## src/hdl/sbmc_sqrt.sv

```systemverilog
// ----------------------------------------------------------------------------
// sbmc_sqrt
// two-lane pipelined integer square root, one root bit per stage
// ----------------------------------------------------------------------------
module sbmc_sqrt #(
  parameter int W      = 24,
  parameter int SIDE_W = 1
) (
  input  logic              clk,
  input  logic              rst_n,
  input  logic              en,
  input  logic              in_valid,
  input  logic [2*W-1:0]    in_x0,
  input  logic [2*W-1:0]    in_x1,
  input  logic [SIDE_W-1:0] in_side,
  output logic              out_valid,
  output logic [W-1:0]      out_root0,
  output logic [W-1:0]      out_root1,
  output logic [SIDE_W-1:0] out_side
);

  logic [2*W-1:0]    x_r    [1:W][2];
  logic [W+1:0]      rem_r  [1:W][2];
  logic [W-1:0]      root_r [1:W][2];
  logic              v_r    [1:W];
  logic [SIDE_W-1:0] side_r [1:W];

  genvar s, l;
  generate
    for (s = 0; s < W; s++) begin : g_stage
      logic              v_cur;
      logic [SIDE_W-1:0] side_cur;

      if (s == 0) begin : g_first
        assign v_cur    = in_valid;
        assign side_cur = in_side;
      end else begin : g_next
        assign v_cur    = v_r[s];
        assign side_cur = side_r[s];
      end

      always_ff @(posedge clk) begin
        if (!rst_n) begin
          v_r[s+1] <= 1'b0;
        end else if (en) begin
          v_r[s+1] <= v_cur;
        end
      end

      always_ff @(posedge clk) begin
        if (en) begin
          side_r[s+1] <= side_cur;
        end
      end

      for (l = 0; l < 2; l++) begin : g_lane
        logic [2*W-1:0] x_cur;
        logic [W+1:0]   rem_cur;
        logic [W-1:0]   root_cur;
        logic [W+1:0]   sh;
        logic [W+1:0]   trial;
        logic           ge;

        if (s == 0) begin : g_first
          assign x_cur    = (l == 0) ? in_x0 : in_x1;
          assign rem_cur  = '0;
          assign root_cur = '0;
        end else begin : g_next
          assign x_cur    = x_r[s][l];
          assign rem_cur  = rem_r[s][l];
          assign root_cur = root_r[s][l];
        end

        assign sh    = {rem_cur[W-1:0], x_cur[2*W-1 -: 2]};
        assign trial = {root_cur, 2'b01};
        assign ge    = (sh >= trial);

        always_ff @(posedge clk) begin
          if (en) begin
            x_r[s+1][l]    <= {x_cur[2*W-3:0], 2'b00};
            rem_r[s+1][l]  <= ge ? (sh - trial) : sh;
            root_r[s+1][l] <= {root_cur[W-2:0], ge};
          end
        end
      end
    end
  endgenerate

  assign out_valid = v_r[W];
  assign out_root0 = root_r[W][0];
  assign out_root1 = root_r[W][1];
  assign out_side  = side_r[W];

endmodule

```

## config.mk

```make
export PLATFORM = sky130hd
export DESIGN_NAME = sbmc_sqrt
export DESIGN_NICKNAME = d
export VERILOG_FILES = /design/src/hdl/sbmc_sqrt.sv
export SDC_FILE = /design/constraint.sdc
export NUM_CORES = 2
export LEC_CHECK = 0
export BUFFER_PORTS_ARGS = -buffer_cell sky130_fd_sc_hd__buf_2
export CORE_MARGIN = 1.5
export CORE_UTILIZATION = 45
export DETAILED_ROUTE_END_ITERATION = 16
export PLACE_DENSITY = 0.68
export SYNTH_ARGS = -nofsm -noshare
export SYNTH_HDL_FRONTEND = slang
export SYNTH_MEMORY_MAX_BITS = 65536
export SYNTH_SLANG_ARGS = --single-unit
```

## constraint.sdc

```tcl
create_clock -name clk -period 3.74 [get_ports clk]
set_input_delay 0.748 -clock clk [delete_from_list [all_inputs] [get_ports clk]]
set_output_delay 0.748 -clock clk [all_outputs]
set_load 0.02 [all_outputs]
```

**Word level (Yosys, flattened, before mapping)**

Memory sizes are Yosys's and may differ from the RTL's.
Index checks and enable logic that the tools add are counted.
Widths: inputs -> output; s select.

- Logic and storage cells: 202
- Input port bits: 101
- Register bits after elaboration: 0
- Memories: 5
- RAM bits: 4656
- Output and inout bits: 50

- Multiplexer cells: 77
- Bitwise logic cells: 24
- Add/subtract/negate cells: 48
- Order comparisons: 48

Memories:

| memory | depth | width | read ports | clocked after Yosys merged registers in | write ports | RTL line | RTL |
|---|---|---|---|---|---|---|---|
| x_r | 24 | 92 | 23 | 0 | 24 | 22 | `logic [2*W-1:0] x_r [1:W][2];` |
| rem_r | 24 | 52 | 23 | 0 | 24 | 23 | `logic [W+1:0] rem_r [1:W][2];` |
| root_r | 24 | 48 | 24 | 0 | 24 | 24 | `logic [W-1:0] root_r [1:W][2];` |
| side_r | 24 | 1 | 24 | 0 | 24 | 26 | `logic [SIDE_W-1:0] side_r [1:W];` |
| v_r | 24 | 1 | 24 | 0 | 24 | 25 | `logic v_r [1:W];` |

Operators by type and width:

| operator | count |
|---|---|
| $mux 26 | 48 |
| $ge 26x26->1 | 46 |
| $sub 26x26->26 | 46 |
| $mux 1 | 29 |
| $or 1x1->1 | 24 |
| $sub 2x1->3 const B | 2 |
| $ge 2x1->1 const B | 2 |

**Depth between registers and ports, before layout**

- Depth after elaboration: 4
- Gate-level depth with buffers: 13
- Gate-level depth less buffers: 12

**Least setup slack after synthesis**

No wires, ideal clock.

- Path type: reg2reg
- From: register, netlist name rem_r[0][1171]
- To: register, netlist name rem_r[0][1239]
- Library setup time: 0.260 ns
- Path buffers: 1
- Period minus slack after synthesis: 3.635 ns
- Cell stages (with the launch flop): 12
- Data required time: 3.480 ns
- Arrival time: 3.375 ns
- Path slack: 0.105 ns
- Cells stage by stage: edfxtp_1 -> ha_1 -> o21ai_0 -> a21oi_1 -> o31a_1 -> o41ai_2 -> o21ai_0 -> a311o_1 -> a311oi_1 -> o21ai_1 -> clkbuf_1 -> mux2_2

==> metrics list <==
* Result of the run: finished clean
- Worst flop-to-flop path startpoint: rem_r[0][109]
* Slew margin rel.: between 30% and 40%
* Layout filler cell count: between 20000 and 25000
- Sequential cells burn approximately half of the power.
- Total power for the finished layout comes to 86.2 mW.
- In the synthesized netlist the dominant register cell turns out to be sky130_fd_sc_hd__edfxtp_1.
* Number of antenna violations at the first check in global routing: 3
* Accumulated negative setup slack: 0 ps
* Critical setup path kind: flip-flop to flip-flop
* Number of nets still failing antenna checks after routing: 0
* Via Count: around 74000
- Entering global routing, the biggest net connects 137 pins.
* Buffers added on ports: 150
- Largest vdd supply drop: between 0.0004 and 0.0005 V
- Total routing resource utilization after global routing: 16.3%
- In this run the most critical hold path is launched from in_x1[47].
* Critical path startpoint: rem_r[0][109]
* Post-synthesis mux area share: 1.02%
- Number of enable flip-flop cells after synthesis: 2796
* Number of warning messages in the yosys log: 0
* Residual DRC: 0
* Share of synthesized area occupied by flip-flops and latches: roughly 66%
- Clock latency on the worst-skew pair, taken at its later pin, is approximately 900 ps.
- Drt first-iter violations: around 4800
- After floorplanning, the core was divided into 195 placement rows.
- The total area inside the core boundary comes to approximately 0.28 mm^2.
- For this configuration, the core starts out at a cell density of between 40 and 50%.
- By instance count, the leading cell after synthesis is sky130_fd_sc_hd__edfxtp_1.
* Register-to-Register Setup Slack: around 160 ps
- Along the worst path, the maximum fanout reaches 4.
* Sw Ratio: a little over a quarter
* Maximum Capacitance Violations: 0
* Post-CTS repair timing setup buffer count: 0
- First-pass GRT wire length: 382000 um
- Data arrives at the worst endpoint at approximately 4200 ps.
- Combinational logic is responsible for 18.3% of the overall power.
* Die Ht: roughly 540 um
- After technology mapping, the gate count stands at between 9000 and 10000.
* Count of boundary I/O pins: roughly 150
* Residual overflow from global routing: 0
* Final nets: around 11000
* Drt pass-1 iters: 8
- Leakage dissipation: 55.6 nW
- The final-report hold violation count was 0.
- Of the total power, the clock network draws between 30% and 40%.
- Setup violations remaining at the end of the flow were counted as 0.
- Total standard cell area after synthesis: roughly 0.13 mm^2
* Proportion of synthesized flip-flops having asynchronous set or reset: 0%
* Seq cells post-synth: between 2000 and 3000
- Summing the areas of all compound-gate instances in the mapped netlist gives under 10% of the synthesized area.
- Wires add up to 238000 um.
- Required @ worst endpoint: about 4400 ps
* Longest Clk Path Bufs: 4
- Period utilization: a little over nine tenths
* Post-detailed-route wirelength per cell: between 15 and 20 um
- After layout, the minimum clock period comes to between 3000 and 4000 ps.
- Worst-case clock skew: ~49 ps
- The via count of the first global-routing pass is 75604.
- The number of clock buffers added by TritonCTS is slightly above 300.
* Cell Chain, Critical Path: or3_4 > or4_1 > o211a_1 > nand3_4 > or4b_4 > or3_4 > or4_1 > o31ai_2 > o21ai_1
* Root buffer cell: sky130_fd_sc_hd__clkbuf_16
* Detailed-route vias per instance: between 5 and 6
- In this run the horizontal extent of the chip is approximately 540 um.
* Synthesis-to-finish area growth: 13.6%
* Most used standard cells in the synthesized netlist: 2796 x sky130_fd_sc_hd__edfxtp_1, 808 x sky130_fd_sc_hd__inv_1, 650 x sky130_fd_sc_hd__ha_1
* CTS tree: done
- Dividing total power by cell area gives a power density of 595 mW/mm^2.
- Die area: about 0.29 mm^2
* XOR/XNOR share of the synthesized area: around 5.7%
* Sort of element at the start of the critical path: flip-flop
* Routability cong.: between 0.9 and 1
* Unrepaired setup endpoints after global routing: false
- The average instance in the mapped netlist occupies 13.2 um^2.
- Crit-path slowest cell: sky130_fd_sc_hd__or4_1
* Count of final max-slew check failures: 0
- The tightest min-delay check is of the primary input to flip-flop type.
- Sw Pwr: ~23 mW
- STA classifies the critical path endpoint as a flip-flop.
- Share of synthesized cell area in full adder, half adder and majority cells: between 6 and 7%
- After clock tree synthesis, the clock-pin slew on the worst setup and hold paths is around 60 ps.
* Number of library cell types mapped by synthesis: 87
* Maximum cell stage delay along the critical path: ~500 ps
- Post-synthesis simple-gate area fraction: 9.18%
- Internal power comes to between 60 and 70 mW.
- Main area contributors after synthesis: sky130_fd_sc_hd__edfxtp_1 66%, sky130_fd_sc_hd__ha_1 6.4%, sky130_fd_sc_hd__xnor2_1 3.3%
* Main combinational cell family by area after synthesis: simple AND/OR/NAND/NOR gates
* Proportion of layout cells with a drive suffix above 1: under 10%
* Achievable frequency: approximately 0.28 GHz
- The H-tree generated during clock tree synthesis spans 5 levels.
* Detailed placement HPWL: 172000 um
- Count of clock tree sinks: about 2800
* Tightest Pin Transition: 1020 ps
* Min Hold Slack: approximately 150 ps
- Fraction of synthesized cell area taken by the top area cell type: 65.8%
- Leading area contributor after synthesis: sky130_fd_sc_hd__edfxtp_1
cells in the final DEF, fill, tap and decap left out, types with 64 or more instances in the layout:
master                          instances
sky130_fd_sc_hd__edfxtp_1            2796
sky130_fd_sc_hd__inv_1                808
sky130_fd_sc_hd__ha_1                 650
sky130_fd_sc_hd__nor2_1               639
sky130_fd_sc_hd__a21oi_1              635
sky130_fd_sc_hd__nand2_1              572
sky130_fd_sc_hd__o21ai_0              493
sky130_fd_sc_hd__xnor2_1              474
sky130_fd_sc_hd__xor2_1               359
sky130_fd_sc_hd__clkbuf_16            307
sky130_fd_sc_hd__nor3_1               229
sky130_fd_sc_hd__a21o_1               187
sky130_fd_sc_hd__nand3_1              165
sky130_fd_sc_hd__buf_2                149
sky130_fd_sc_hd__buf_4                137
sky130_fd_sc_hd__nand2b_1             136
sky130_fd_sc_hd__o21a_1               125
sky130_fd_sc_hd__nor4_1               110
sky130_fd_sc_hd__mux2_2               108
sky130_fd_sc_hd__nand4_1               94
sky130_fd_sc_hd__dlygate4sd3_1         93
sky130_fd_sc_hd__nor2b_1               92
sky130_fd_sc_hd__or3_1                 89
sky130_fd_sc_hd__clkinv_1              74
sky130_fd_sc_hd__clkbuf_1              67
sky130_fd_sc_hd__o31ai_1               65
sky130_fd_sc_hd__and3_1                64
stage by stage:
stage | cells | utilization (%) | instance area, um^2 | worst slack, ps
6_report | 14213 | 51.4 | 145000 | 156
5_1_grt | 14213 | 51.4 | 145000 | 15.0
4_1_cts | 14206 | 51.4 | 145000 | 119
3_5_place_dp | 13569 | 47.6 | 134000 | 132
3_3_place_gp | 13569 | 47.6 | 134000 | 93.1
2_1_floorplan | 9661 | - | 128000 | 105
power by group through the flow:
stage	registers [mW]	logic, mW	clock network [mW]
global route	42.0	17.6	31.0
CTS	41.6	15.8	29.9
detailed placement	42.3	15.6	0
floorplan	41.4	11.5	0
finish	41.6	15.8	28.9
global placement	42.2	15.3	0
path summary, 6_finish.rpt:
check	to	cells after the start
worst max-delay path	rem_r[0][173]	9
worst max register to register	rem_r[0][173]	9
worst min-delay path	root_r[0][48]	2
worst min register to register	x_r[0][238]	0
cell families after synthesis:
kind of cell               count (synthesis)
DFF                                     2796
and+or+nand+nor                         2393
AOI/OAI and AO/OA                       1892
buffers and inverters                    978
xor gates and xnor gates                 833
adders and majority gates                650
muxes                                    117
other                                      1
per-layer routing:
layer	share of wire (%)	vias to the layer above	GRT usage, %
met4	4.9	0	8.10
met5	0	-	0
met3	3.4	535	2.19
met1	40	35565	18.4
met2	52	1403	30.1
li1	-	36854	-
critical path: cells and delay by family (launching register included):
family / cells / cell delay, ps
AOI/OAI and AO/OA: 3 / 620
DFF: 1 / 420
and+or+nand+nor: 6 / 2290
timing repair:
| item | in CTS | in global routing |
|---|---|---|
| hold buffers | 93 | 0 |
| gates resized for setup | 0 | 3 |
| hold endpoints to repair | 93 | 0 |
| endpoints found under the setup margin | 0 | 27 |
cell type report:
cell class / count / area (um^2) / area share, %
Antenna cell: 7 / 17.5 / 0.0121
Clock buffer: 374 / 7930 / 5.47
Clock inverter: 170 / 1710 / 1.18
Inverter: 813 / 3050 / 2.10
Multi-Input combinational cell: 5887 / 40100 / 27.7
Sequential cell: 2796 / 84000 / 57.9
Tap cell: 3743 / 4680 / 3.23
Timing Repair Buffer: 423 / 3590 / 2.47
registers in the layout, indices dropped and copies added, names as in the netlist:
signal	cells
x_r	1104
rem_r	1044
root_r	600
side_r	24
v_r	24
No activity file was read; power rests on OpenSTA's default activity.
